--- src/rtl/tcw_pkg.sv ---
// tcw_pkg: shared constants, codes, types and control/status structs
// for the text console writer; no dependencies
package tcw_pkg;

    localparam int COLUMNS    = 80;
    localparam int ROWS       = 25;
    localparam int TAB_STOP   = 8;
    localparam int CELL_COUNT = ROWS * COLUMNS;
    localparam int COPY_CELLS = (ROWS - 1) * COLUMNS;

    localparam int COL_W  = $clog2(COLUMNS + TAB_STOP);
    localparam int ROW_W  = $clog2(ROWS + 1);
    localparam int ADDR_W = $clog2(CELL_COUNT);

    localparam int CMD_W      = 2;
    localparam int CHAR_W     = 8;
    localparam int CELL_W     = 11;
    localparam int OFFSET_W   = 11;
    localparam int ATTR_W     = 8;
    localparam int WORD_W     = ATTR_W + CHAR_W;
    localparam int APB_ADDR_W = 3;
    localparam int APB_DATA_W = 32;
    localparam int REG_IDX_W  = APB_ADDR_W - 2;

    localparam logic [CMD_W-1:0] CMD_PUT   = 2'd0;
    localparam logic [CMD_W-1:0] CMD_CLEAR = 2'd1;
    localparam logic [CMD_W-1:0] CMD_READ  = 2'd2;

    localparam logic [CHAR_W-1:0] CHAR_BS    = 8'h08;
    localparam logic [CHAR_W-1:0] CHAR_TAB   = 8'h09;
    localparam logic [CHAR_W-1:0] CHAR_LF    = 8'h0A;
    localparam logic [CHAR_W-1:0] CHAR_CR    = 8'h0D;
    localparam logic [CHAR_W-1:0] CHAR_SPACE = 8'h20;

    localparam logic [ATTR_W-1:0] ATTR_RESET  = 8'h07;
    localparam logic [WORD_W-1:0] BLANK_RESET = 16'h0720;

    localparam logic [REG_IDX_W-1:0] REG_TEXT_ATTRIBUTE = 1'b0;

    typedef enum logic [1:0] {
        ST_IDLE,
        ST_EXEC,
        ST_SWEEP,
        ST_DRAIN
    } tcw_state_t;

    typedef enum logic [1:0] {
        SWEEP_INIT,
        SWEEP_CLEAR,
        SWEEP_SCROLL
    } sweep_kind_t;

    typedef struct packed {
        logic        accept;
        logic        execute;
        logic        sweep_start;
        sweep_kind_t sweep_kind;
        logic        sweep_step;
        logic        load_out;
    } dp_ctrl_t;

    typedef struct packed {
        logic [CMD_W-1:0] command;
        logic             scroll_needed;
        logic             sweep_last;
        logic             sweep_init;
        logic             out_free;
    } dp_stat_t;

endpackage

--- src/rtl/tcw_controller.sv ---
// tcw_controller: sequencing state machine for execute, sweep and result handoff
// depends on tcw_pkg
module tcw_controller (
    input  logic              clk,
    input  logic              rst_n,
    input  logic              in_valid,
    output logic              in_ready,
    input  tcw_pkg::dp_stat_t stat,
    output tcw_pkg::dp_ctrl_t ctrl
);
    import tcw_pkg::*;

    tcw_state_t state_reg, state_next;
    logic       result_pend_reg, result_pend_next;
    logic       ready_int;
    logic       out_take;

    assign ready_int = (state_reg == ST_IDLE) && (!result_pend_reg || stat.out_free);
    assign out_take  = (state_reg == ST_IDLE) && result_pend_reg && stat.out_free;

    always_comb
    begin
        state_next       = state_reg;
        result_pend_next = result_pend_reg;
        if (out_take)
        begin
            result_pend_next = 1'b0;
        end
        case (state_reg)
            ST_IDLE:
            begin
                if (in_valid && ready_int)
                begin
                    state_next = ST_EXEC;
                end
            end
            ST_EXEC:
            begin
                if ((stat.command == CMD_CLEAR) ||
                    ((stat.command == CMD_PUT) && stat.scroll_needed))
                begin
                    state_next = ST_SWEEP;
                end
                else
                begin
                    state_next       = ST_IDLE;
                    result_pend_next = 1'b1;
                end
            end
            ST_SWEEP:
            begin
                if (stat.sweep_last)
                begin
                    state_next = ST_DRAIN;
                end
            end
            ST_DRAIN:
            begin
                state_next = ST_IDLE;
                if (!stat.sweep_init)
                begin
                    result_pend_next = 1'b1;
                end
            end
            default:
            begin
                state_next = ST_IDLE;
            end
        endcase
    end

    always_comb
    begin
        in_ready         = ready_int;
        ctrl.accept      = in_valid && ready_int;
        ctrl.execute     = (state_reg == ST_EXEC);
        ctrl.sweep_start = (state_reg == ST_EXEC) &&
                           ((stat.command == CMD_CLEAR) ||
                            ((stat.command == CMD_PUT) && stat.scroll_needed));
        ctrl.sweep_kind  = (stat.command == CMD_CLEAR) ? SWEEP_CLEAR : SWEEP_SCROLL;
        ctrl.sweep_step  = (state_reg == ST_SWEEP);
        ctrl.load_out    = out_take;
    end

    always_ff @(posedge clk or negedge rst_n)
    begin
        if (!rst_n)
        begin
            state_reg       <= ST_SWEEP;
            result_pend_reg <= 1'b0;
        end
        else
        begin
            state_reg       <= state_next;
            result_pend_reg <= result_pend_next;
        end
    end

endmodule

--- config.mk ---
export PLATFORM = sky130hd
export DESIGN_NAME = tcw_controller
export DESIGN_NICKNAME = d
export VERILOG_FILES = /design/src/rtl/tcw_pkg.sv /design/src/rtl/tcw_controller.sv
export SDC_FILE = /design/constraint.sdc
export NUM_CORES = 1
export LEC_CHECK = 0
export ABC_AREA = 0
export BUFFER_PORTS_ARGS = -buffer_cell sky130_fd_sc_hd__buf_2
export CAP_MARGIN = 0
export CORE_AREA = 2 2 39 41
export CTS_BUF_LIST = sky130_fd_sc_hd__clkbuf_8
export DETAILED_ROUTE_END_ITERATION = 8
export DIE_AREA = 0 0 41 43
export PLACE_DENSITY_LB_ADDON = 0.08
export SLEW_MARGIN = 30
export SYNTH_ARGS = -nofsm -noshare
export SYNTH_HDL_FRONTEND = slang
export SYNTH_SLANG_ARGS = --single-unit
--- constraint.sdc ---
create_clock -name clk -period 3.2 [get_ports clk]
set_clock_uncertainty 0.2 [all_clocks]
set_input_delay 0.48 -clock clk [delete_from_list [all_inputs] [get_ports clk]]
set_output_delay 0.48 -clock clk [all_outputs]
set_load 0.02 [all_outputs]
Word-level counts from Yosys, hierarchy flattened:

Cells that the tools add are included.

* word-level logic and storage cells: 29
* register bits after elaboration: 3
* output and inout port bits: 8
* input bits: 9

* multiplexer cells: 9
* reductions and logical operators: 12
* equal/unequal tests: 6

Operators with widths (number)
* $mux 2: 4
* $pmux 2 s4: 1
* $logic_and 1x1->1: 6
* $eq 2x1->1 const B: 2
* $eq 2x2->1 const B: 2
* $logic_not 2->1: 2
* $ne 2x2->1 const B: 2
* $mux 1: 3
* $logic_or 1x1->1: 2
* $pmux 1 s2: 1
* $reduce_and 2->1: 1
* $logic_not 1->1: 1

Longest topological paths before layout:

Gate-level depths: netlist (run 1).

* depth after elaboration: 6
* mapped depth: 3
* depth with buffers taken out: 3

Worst setup path before layout (run 1):

OpenSTA, ideal clock, no wires.

* kind: input port to output port
* from: in stat[0] (netlist bit)
* to: out ctrl[6] (netlist bit)
* path buffers: 0
* stages on the path: 3
* data required time: 2.520 ns
* arrival time: 1.264 ns
* slack: 1.256 ns
* cell sequence: inv_1 > a211oi_2 > and2_1

RTL lines
* start: declaration: line tcw_controller.sv:8 `input tcw_pkg::dp_stat_t stat,`
* end: declaration: line tcw_controller.sv:9 `output tcw_pkg::dp_ctrl_t ctrl`

==> results of run 1 <==
logic make-up (layout without fill, tap and decap cells):
| family | Yosys count | in the layout | share of synthesized area, % |
|---|---|---|---|
| simple gates | 11 | 11 | 31.4 |
| compound gates | 5 | 5 | 21.8 |
| flops | 3 | 3 | 39.1 |
| buf+inv | 3 | 23 | 7.70 |
where the power goes:
part | leakage [nW] | switching (mW) | total, mW | internal, mW
Combinational | 0.129 | 0.0724 | 0.129 | 0.0568
Sequential | 0.0351 | 0.0260 | 0.0848 | 0.0588
Clock | 0.0269 | 0.0236 | 0.105 | 0.0815
layer usage:
| layer | global-route usage (%) | vias to the layer above | part of all wire [%] |
|---|---|---|---|
| li1 | - | 115 | - |
| met5 | 0 | - | 0 |
| met2 | 9.69 | 13 | 51 |
| met4 | 6.00 | 0 | 0 |
| met3 | 3.14 | 0 | 12 |
| met1 | 5.83 | 96 | 37 |
Yosys cell counts:
cell      count  area (um2)
inv_1         2        7.51
dfrtp_1       2        50.1
nor2_1        1        3.75
a21o_2        1        8.76
o21ai_0       1        5.00
and2_1        2        12.5
nor2b_2       1        8.76
and2b_2       1        8.76
a22o_1        1        8.76
nor3_1        2        10.0
buf_4         1        7.51
o31ai_1       1        7.51
nand2b_1      1        6.26
dfstp_2       1        26.3
a211oi_2      1        12.5
nand2_1       3        11.3
worst max-delay path: cells and delay by family (launching register included):
| kind | cells | cell delay, ns |
|---|---|---|
| compound gates | 1 | 0.29 |
| buf+inv | 1 | 0.15 |
| flops | 1 | 0.45 |
| simple gates | 1 | 0.16 |
worst paths after layout:
path / start / endpoint / slack [ns] / depth (start not counted)
setup / recovery: state_reg[0]$_DFFE_PN0P_ / ctrl[6] / 1.26 / 3
hold / removal: stat[2] / state_reg[0]$_DFFE_PN0P_ / 0.30 / 2
setup reg to reg: flop / state_reg[0]$_DFFE_PN0P_ / 1.99 / 2
hold reg to reg: result_pend_reg$_DFF_PN0_ / result_pend_reg$_DFF_PN0_ / 0.36 / 2
max in group asynchronous: rst_n / asynchronous set/reset pin / 2.21 / 2
min in group asynchronous: rst_n / result_pend_reg$_DFF_PN0_ / 0.39 / 2
cell type report:
class | count | area (um2)
Multi-Input combinational cell | 16 | 104
Tap cell | 16 | 20.0
Inverter | 2 | 7.51
Sequential cell | 3 | 76.3
Clock buffer | 3 | 41.3
Timing Repair Buffer | 17 | 90.1
Fill cell | 167 | 1040
Clock inverter | 1 | 3.75
==> reports/qor.csv, run 1 <==
stage,metric,value,unit
sta,crit share post-route,60.7,%
critical_path,"Slowest-stage cell, CP",dfrtp_1,
die,DIE AREA,1760,um2
final_layout,most frequent cells in the layout,"buf_2, inv_1, nand2_1, clkbuf_8",
pwr,Power Total,0.319,mW
drt,Total Wirelength,520,um
outcome,status,finished clean,
clock_tree,CTS sink cnt,3,
final_layout,"commonest non-fill, non-tap cell in the layout",buf_2,
die,die width,41,um
sta,final setup vio count,0,
sta,relative slew slack,79.6,%
place,"Cell Area, Placed",288,um2
sta,count of final hold-check violations,0,
place,placed cell count,53,
synth,post-synthesis cell type count,16,
drt,1st-pass router iterations,1,
die,die height,43,um
synth,number of synthesized register bits,3,
drt,drt via density,3.86,
die,Initial Utilization,14.1,%
place,pre-CTS WS,1.30,ns
final_layout,Final Instance Count excl. Fillers,58,
clock_tree,Root Driver,clkbuf_8,
synth,YS warnings,0,
critical_path,WP data arrival,1.26,ns
clock_tree,post-CTS setup buffer count,0,
clock_tree,Resized cells post-CTS,0,
job,max-cap violations,0,
synth,Cells after Synth,22,
sta,f_max,0.515,GHz
critical_path,startpoint type of the worst setup path,flop,
clock_tree,clock tree from TritonCTS,done,
critical_path,critical path's largest stage delay,0.45,ns
grt,global-route wire length before repair,696,um
sta,hold slack,0.300,ns
pwr,worst IR drop on VDD,0.241,mV
final_layout,diode count,0,
sta,RSZ-0062 raised after global routing,false,
synth,Mapped Area,195,um2
place,RD Place Congestion,0.595,
critical_path,Critical Path End Type,primary output,
critical_path,Crit path required time,2.52,ns
final_layout,cell area after layout,343,um2
grt,vias in the first global route,190,
clock_tree,H-Tree Depth,1,
final_layout,ratio of cells with drive above 1 in the final layout,57.1,%
clock_tree,Num CTS Buffers,3,
die,core area,1380,um2
clock_tree,"Clk Latency, worst-skew pair",0.21,ns
place,port bufs,16,
grt,largest net degree at the start of global routing,9,
final_layout,Syn-to-layout area delta,75.6,%
pwr,cell area power density,931,nW/um2
clock_tree,count of hold-fix buffers inserted at cts,1,
clock_tree,CTS Buffer Depth,2,
die,Cell Rows,14,
critical_path,crit-path max FO,8,
drt,drt wl/cell,8.97,um
drt,Residual DRC,0,
pwr,LEAKAGE,0.191,nW
sta,setup TNS,0,ns
sta,final worst path period need,1.94,ns
final_layout,Final Util,24.8,%
clock_tree,"Clk pin slew, worst setup/hold paths",0.03,ns
grt,initial antenna violation count,0,
synth,syn nets,31,
drt,Post-DRT Antenna Nets,0,
die,num ports,17,
worst_hold_path,Hold Path Class,in2reg,
synth,register area share after synthesis,39.1,%
critical_path,Worst Setup Path Type,reg2out,
synth,syn_area_per_cell,8.87,um2
sta,Final Max Slew Viols,0,
final_layout,fin nets,52,
grt,Total GRT Usage,6.44,%
grt,grt total ovfl,0,
drt,routed vias,224,
critical_path,worst-path cell chain,a211oi_2 > and2_1 > buf_2,
sta,actual slew at the worst max-slew pin,0.304,ns
drt,DRT iter0 DRCs,0,
sta,setup slack after layout,1.26,ns
Note: power is estimated with default switching activity, not from simulation.
==> inputs of run 2 (changes only) <==
Clock period 3.2 ns to 1.7 ns, I/O delays scaled along.
==> run 2 against run 1 <==
Compared with the run above: register-to-register slack got worse by 1.6 ns; non-clock buffer count increased by 3; sequential share of layout area decreased by 2.3 points; wire length increased by 1.7%; die area unchanged; worst hold slack got worse by 0.23 ns; global-route usage decreased by 0.088 points; first-iteration DRC count increased by 7; clock power increased by 87%; via count increased by 6.7%; combinational power increased to 2.5 times the previous value; worst setup slack got worse by 1.2 ns; largest power group unchanged.
==> reports/qor.csv, run 2 (same netlist as run 1, synthesis figures left out) <==
stage,metric,value,unit
sta,f_max,0.598,GHz
drt,wl on met1,220,um
place,port bufs,16,
clock_tree,clock tree from TritonCTS,done,
sta,relative slew slack,86.1,%
sta,crit share post-route,98.4,%
pwr,Psw,0.253,mW
clock_tree,Root Driver,clkbuf_8,
drt,drt wl/cell,8.67,um
final_layout,fin nets,55,
drt,routed vias,239,
critical_path,RR Startpoint,state_reg[0]$_DFFE_PN0P_,
die,num ports,17,
drt,Top Metal Used,met3,
pwr,LEAKAGE,0.211,nW
drt,Total Wirelength,529,um
critical_path,R2R Setup Slk,0.42,ns
die,die height,43,um
sta,hold slack,0.0733,ns
worst_hold_path,Hold Path Origin,stat[2],
sta,setup TNS,0,ns
worst_hold_path,Worst Hold End,state_reg[0]$_DFFE_PN0P_,
clock_tree,CTS sink cnt,3,
place,RD Place Congestion,0.655,
pwr,Clock Power Share,28.5,%
critical_path,Worst Setup Path Type,reg2out,
sta,actual slew at the worst max-slew pin,0.206,ns
sta,final setup vio count,0,
grt,vias in the first global route,186,
pwr,cell area power density,1770,nW/um2
sta,count of final hold-check violations,0,
critical_path,Critical Path End Type,primary output,
die,DIE AREA,1760,um2
drt,Residual DRC,0,
drt,Post-DRT Antenna Nets,0,
drt,drt via density,3.92,
clock_tree,Num CTS Buffers,3,
drt,DRT iter0 DRCs,7,
worst_hold_path,hold path depth,2,
critical_path,Crit path required time,1.24,ns
grt,grt total ovfl,0,
outcome,status,finished clean,
drt,met2 WL,241,um
die,die width,41,um
pwr,switch share,36.9,%
worst_hold_path,Hold Path Class,in2reg,
final_layout,Filler Cell Count,164,
pwr,sequential share of power,24.2,%
clock_tree,"Clk pin slew, worst setup/hold paths",0.03,ns
critical_path,R2R Path End,result_pend_reg$_DFF_PN0_,
grt,largest net degree at the start of global routing,9,
clock_tree,"Clk Latency, worst-skew pair",0.21,ns
final_layout,ratio of cells with drive above 1 in the final layout,66.7,%
final_layout,Reg area,77.6,um2
final_layout,Syn-to-layout area delta,98.7,%
sta,RSZ-0062 raised after global routing,true,
pwr,Comb power frac,47.3,%
sta,setup slack after layout,0.0265,ns
critical_path,WP data arrival,1.22,ns
die,Initial Utilization,14.1,%
die,Cell Rows,14,
final_layout,"commonest non-fill, non-tap cell in the layout",buf_2,
critical_path,crit-path max FO,7,
pwr,worst IR drop on VDD,0.507,mV
drt,1st-pass router iterations,4,
job,max-cap violations,0,
grt,initial antenna violation count,0,
critical_path,startpoint type of the worst setup path,flop,
pwr,Internal,0.434,mW
clock_tree,H-Tree Depth,1,
sta,Final Max Slew Viols,0,
clock_tree,CTS Buffer Depth,2,
die,core area,1380,um2
final_layout,footprint of the multi-input gates,119,um2
final_layout,diode count,0,
grt,global-route wire length before repair,724,um
critical_path,R2R depth,3,
final_layout,most frequent cells in the layout,"buf_2, inv_1, nand2_1, clkbuf_8, buf_4",
place,pre-CTS WS,0.178,ns
sta,final worst path period need,1.67,ns
grt,Total GRT Usage,6.35,%
drt,routed wl met3,67,um
[run 2: worst max-delay path by stage]
stage / to / slack, ns / depth (start not counted)
6_report: ctrl[1] / 0.03 / 2
5_1_grt: ctrl[1] / -0.03 / 2
4_1_cts: ctrl[4] / 0.003 / 3
3_5_place_dp: ctrl[6] / 0.18 / 3
3_3_place_gp: ctrl[6] / 0.23 / 3
2_1_floorplan: ctrl[6] / 0.06 / 2
[run 2: per-stage QoR]
stage	instances	total power [mW]	cell area [um2]	util [%]
6_report	61	0.687	388	28.0
5_1_grt	61	0.744	388	28.0
4_1_cts	58	0.612	343	24.8
3_5_place_dp	53	0.407	288	20.8
3_3_place_gp	53	0.412	288	20.8
2_1_floorplan	22	0.330	195	-
[run 2: final cells by class]
class	instances	share of cell area [%]
Clock inverter	1	0.968
Tap cell	16	5.16
Timing Repair Buffer	20	30.6
Multi-Input combinational cell	16	30.6
Inverter	2	1.94
Sequential cell	3	20.0
Clock buffer	3	10.6
[run 2: critical path: stages (launching register included)]
cell and delay (ns):
dfstp_2 0.60, nor2b_2 0.22, buf_2 0.19
[run 2: routing by layer]
metal  GRT usage (%)  vias to the layer above
met5               0                        -
met4            2.00                        0
met3            6.28                        0
met2            8.13                       15
met1            7.17                      107
li1                -                      117
[run 2: power by group through the flow]
stage | registers [mW] | clock network [mW] | logic, mW
floorplan | 0.150 | 0 | 0.181
global placement | 0.162 | 0 | 0.249
detailed placement | 0.162 | 0 | 0.246
CTS | 0.161 | 0.203 | 0.248
global route | 0.172 | 0.214 | 0.359
finish | 0.167 | 0.196 | 0.325
[run 2: what timing repair did]
item                       4_1_cts  5_1_grt
pin swaps                        1        2
gates resized for setup          0        6
buffers inserted                 0        3
hold endpoints to repair         3        0
hold buffers                     1        0
setup endpoints to repair        1        3
==> inputs of run 3 (changes only) <==
Settings changed: CAP_MARGIN 0 to unset.
Clock period 1.7 ns to 1.6 ns, I/O delays scaled along.
==> run 3 against run 2 <==
Compared with the run above: the flow now finishes with violations (negative setup slack); worst hold slack got worse by 0.024 ns; via count is 2.1% lower; combinational power rose by 17%; first-iteration DRC count shrank 86%; largest power group unchanged.
==> reports/qor.csv, run 3 (same netlist as run 1, synthesis figures left out) <==
stage,metric,value,unit
worst_hold_path,Hold Path Class,in2reg,
die,num ports,17,
pwr,cell area power density,1870,nW/um2
sta,RSZ-0062 raised after global routing,true,
drt,drt wl/cell,10.2,um
critical_path,Critical Path End Type,primary output,
grt,global-route wire length before repair,903,um
drt,routed vias,234,
clock_tree,H-Tree Depth,1,
final_layout,"commonest non-fill, non-tap cell in the layout",buf_2,
sta,relative slew slack,85.4,%
die,core area,1380,um2
final_layout,ratio of cells with drive above 1 in the final layout,66.7,%
clock_tree,Num CTS Buffers,3,
outcome,status,"complete, but fails checks",
clock_tree,Root Driver,clkbuf_8,
critical_path,startpoint type of the worst setup path,flop,
drt,Post-DRT Antenna Nets,0,
grt,largest net degree at the start of global routing,8,
final_layout,Final Util,29.7,%
grt,Total GRT Usage,8.35,%
die,die width,41,um
final_layout,Syn-to-layout area delta,110,%
sta,final setup vio count,3,
job,max-cap violations,0,
drt,1st-pass router iterations,4,
grt,grt total ovfl,0,
critical_path,crit-path max FO,7,
place,RD Place Congestion,0.616,
sta,hold slack,0.0494,ns
drt,Residual DRC,0,
sta,setup slack after layout,-0.0495,ns
outcome,failing checks,negative setup slack,
pwr,LEAKAGE,0.218,nW
sta,final worst path period need,1.65,ns
critical_path,Worst Setup Path Type,reg2out,
grt,vias in the first global route,227,
critical_path,WP data arrival,1.21,ns
drt,DRT iter0 DRCs,1,
place,Post-DP HPWL,458,um
sta,Final Max Slew Viols,0,
pwr,worst IR drop on VDD,0.570,mV
critical_path,Crit path required time,1.16,ns
drt,Total Wirelength,621,um
die,die height,43,um
clock_tree,CTS sink cnt,3,
pwr,Power Total,0.769,mW
sta,crit share post-route,103,%
die,Cell Rows,14,
drt,drt via density,3.84,
grt,initial antenna violation count,0,
die,Initial Utilization,14.1,%
place,port bufs,16,
final_layout,Filler Cell Count,159,
final_layout,diode count,0,
clock_tree,"Clk pin slew, worst setup/hold paths",0.03,ns
clock_tree,clock tree from TritonCTS,done,
final_layout,most frequent cells in the layout,"buf_2, buf_4",
clock_tree,"Clk Latency, worst-skew pair",0.22,ns
clock_tree,CTS Buffer Depth,2,
die,DIE AREA,1760,um2
final_layout,fin nets,55,
sta,actual slew at the worst max-slew pin,0.218,ns
sta,f_max,0.606,GHz
sta,count of final hold-check violations,0,
[run 3: cell counts in the layout (fill, tap and decap cells not counted)]
No cell type changed its count.
[run 3: area by class of cell]
class                           instances  area (um2)  share of cell area, %
Timing Repair Buffer                   20         134                   32.6
Multi-Input combinational cell         16         128                   31.1
Sequential cell                         3        76.3                   18.6
Clock buffer                            3        41.3                   10.1
Tap cell                               16        20.0                   4.88
Inverter                                2        7.51                   1.83
Clock inverter                          1        3.75                  0.915
[run 3: worst paths after layout]
path                                           startpoint                    endpoint  slack (ns)  cells after the start
worst max-delay path                                 flop                     ctrl[5]       -0.05                      2
worst min-delay path                              stat[2]    state_reg[0]$_DFFE_PN0P_        0.05                      2
worst max register to register                       flop    state_reg[0]$_DFFE_PN0P_        0.28                      3
worst min register to register  result_pend_reg$_DFF_PN0_   result_pend_reg$_DFF_PN0_        0.43                      2
max in group asynchronous                           rst_n  asynchronous set/reset pin        0.86                      2
min in group asynchronous                           rst_n    state_reg[0]$_DFFE_PN0P_        0.15                      2
[run 3: where the power goes]
group | total, mW | internal, mW | switching, mW | leakage (nW)
logic | 0.381 | 0.199 | 0.182 | 0.156
registers | 0.173 | 0.118 | 0.0552 | 0.0351
clock network | 0.214 | 0.163 | 0.0504 | 0.0269
total | 0.769 | 0.481 | 0.288 | 0.218
[run 3: routing by layer]
layer	GRT usage [%]	vias to the layer above	wire, um
li1	-	119	-
met1	10.0	98	257
met2	9.69	15	284
met3	3.14	2	60
met4	10.0	0	19
met5	0	-	0
[run 3: through the flow]
step / area [um2] / setup WS, ns / std cells / setup TNS [ns]
floorplan: 203 / 0.0589 / 22 / 0
global placement: 310 / 0.132 / 55 / 0
detailed placement: 310 / 0.125 / 55 / 0
CTS: 385 / -0.0579 / 60 / -0.137
global route: 410 / -0.0849 / 61 / -0.314
finish: 410 / -0.0495 / 61 / -0.0908
[run 3: worst max-delay path, cell delays in order, from the launching register on]
cell and delay (ns):
dfstp_2 0.62, and2b_2 0.25, buf_6 0.13
[run 3: what timing repair did]
action,4_1_cts,5_1_grt
endpoints found under the hold margin,3,0
gates cloned,0,0
pin swaps,1,2
hold buffers,1,0
buffers inserted,0,1
endpoints found under the setup margin,4,5
resized for setup,6,5
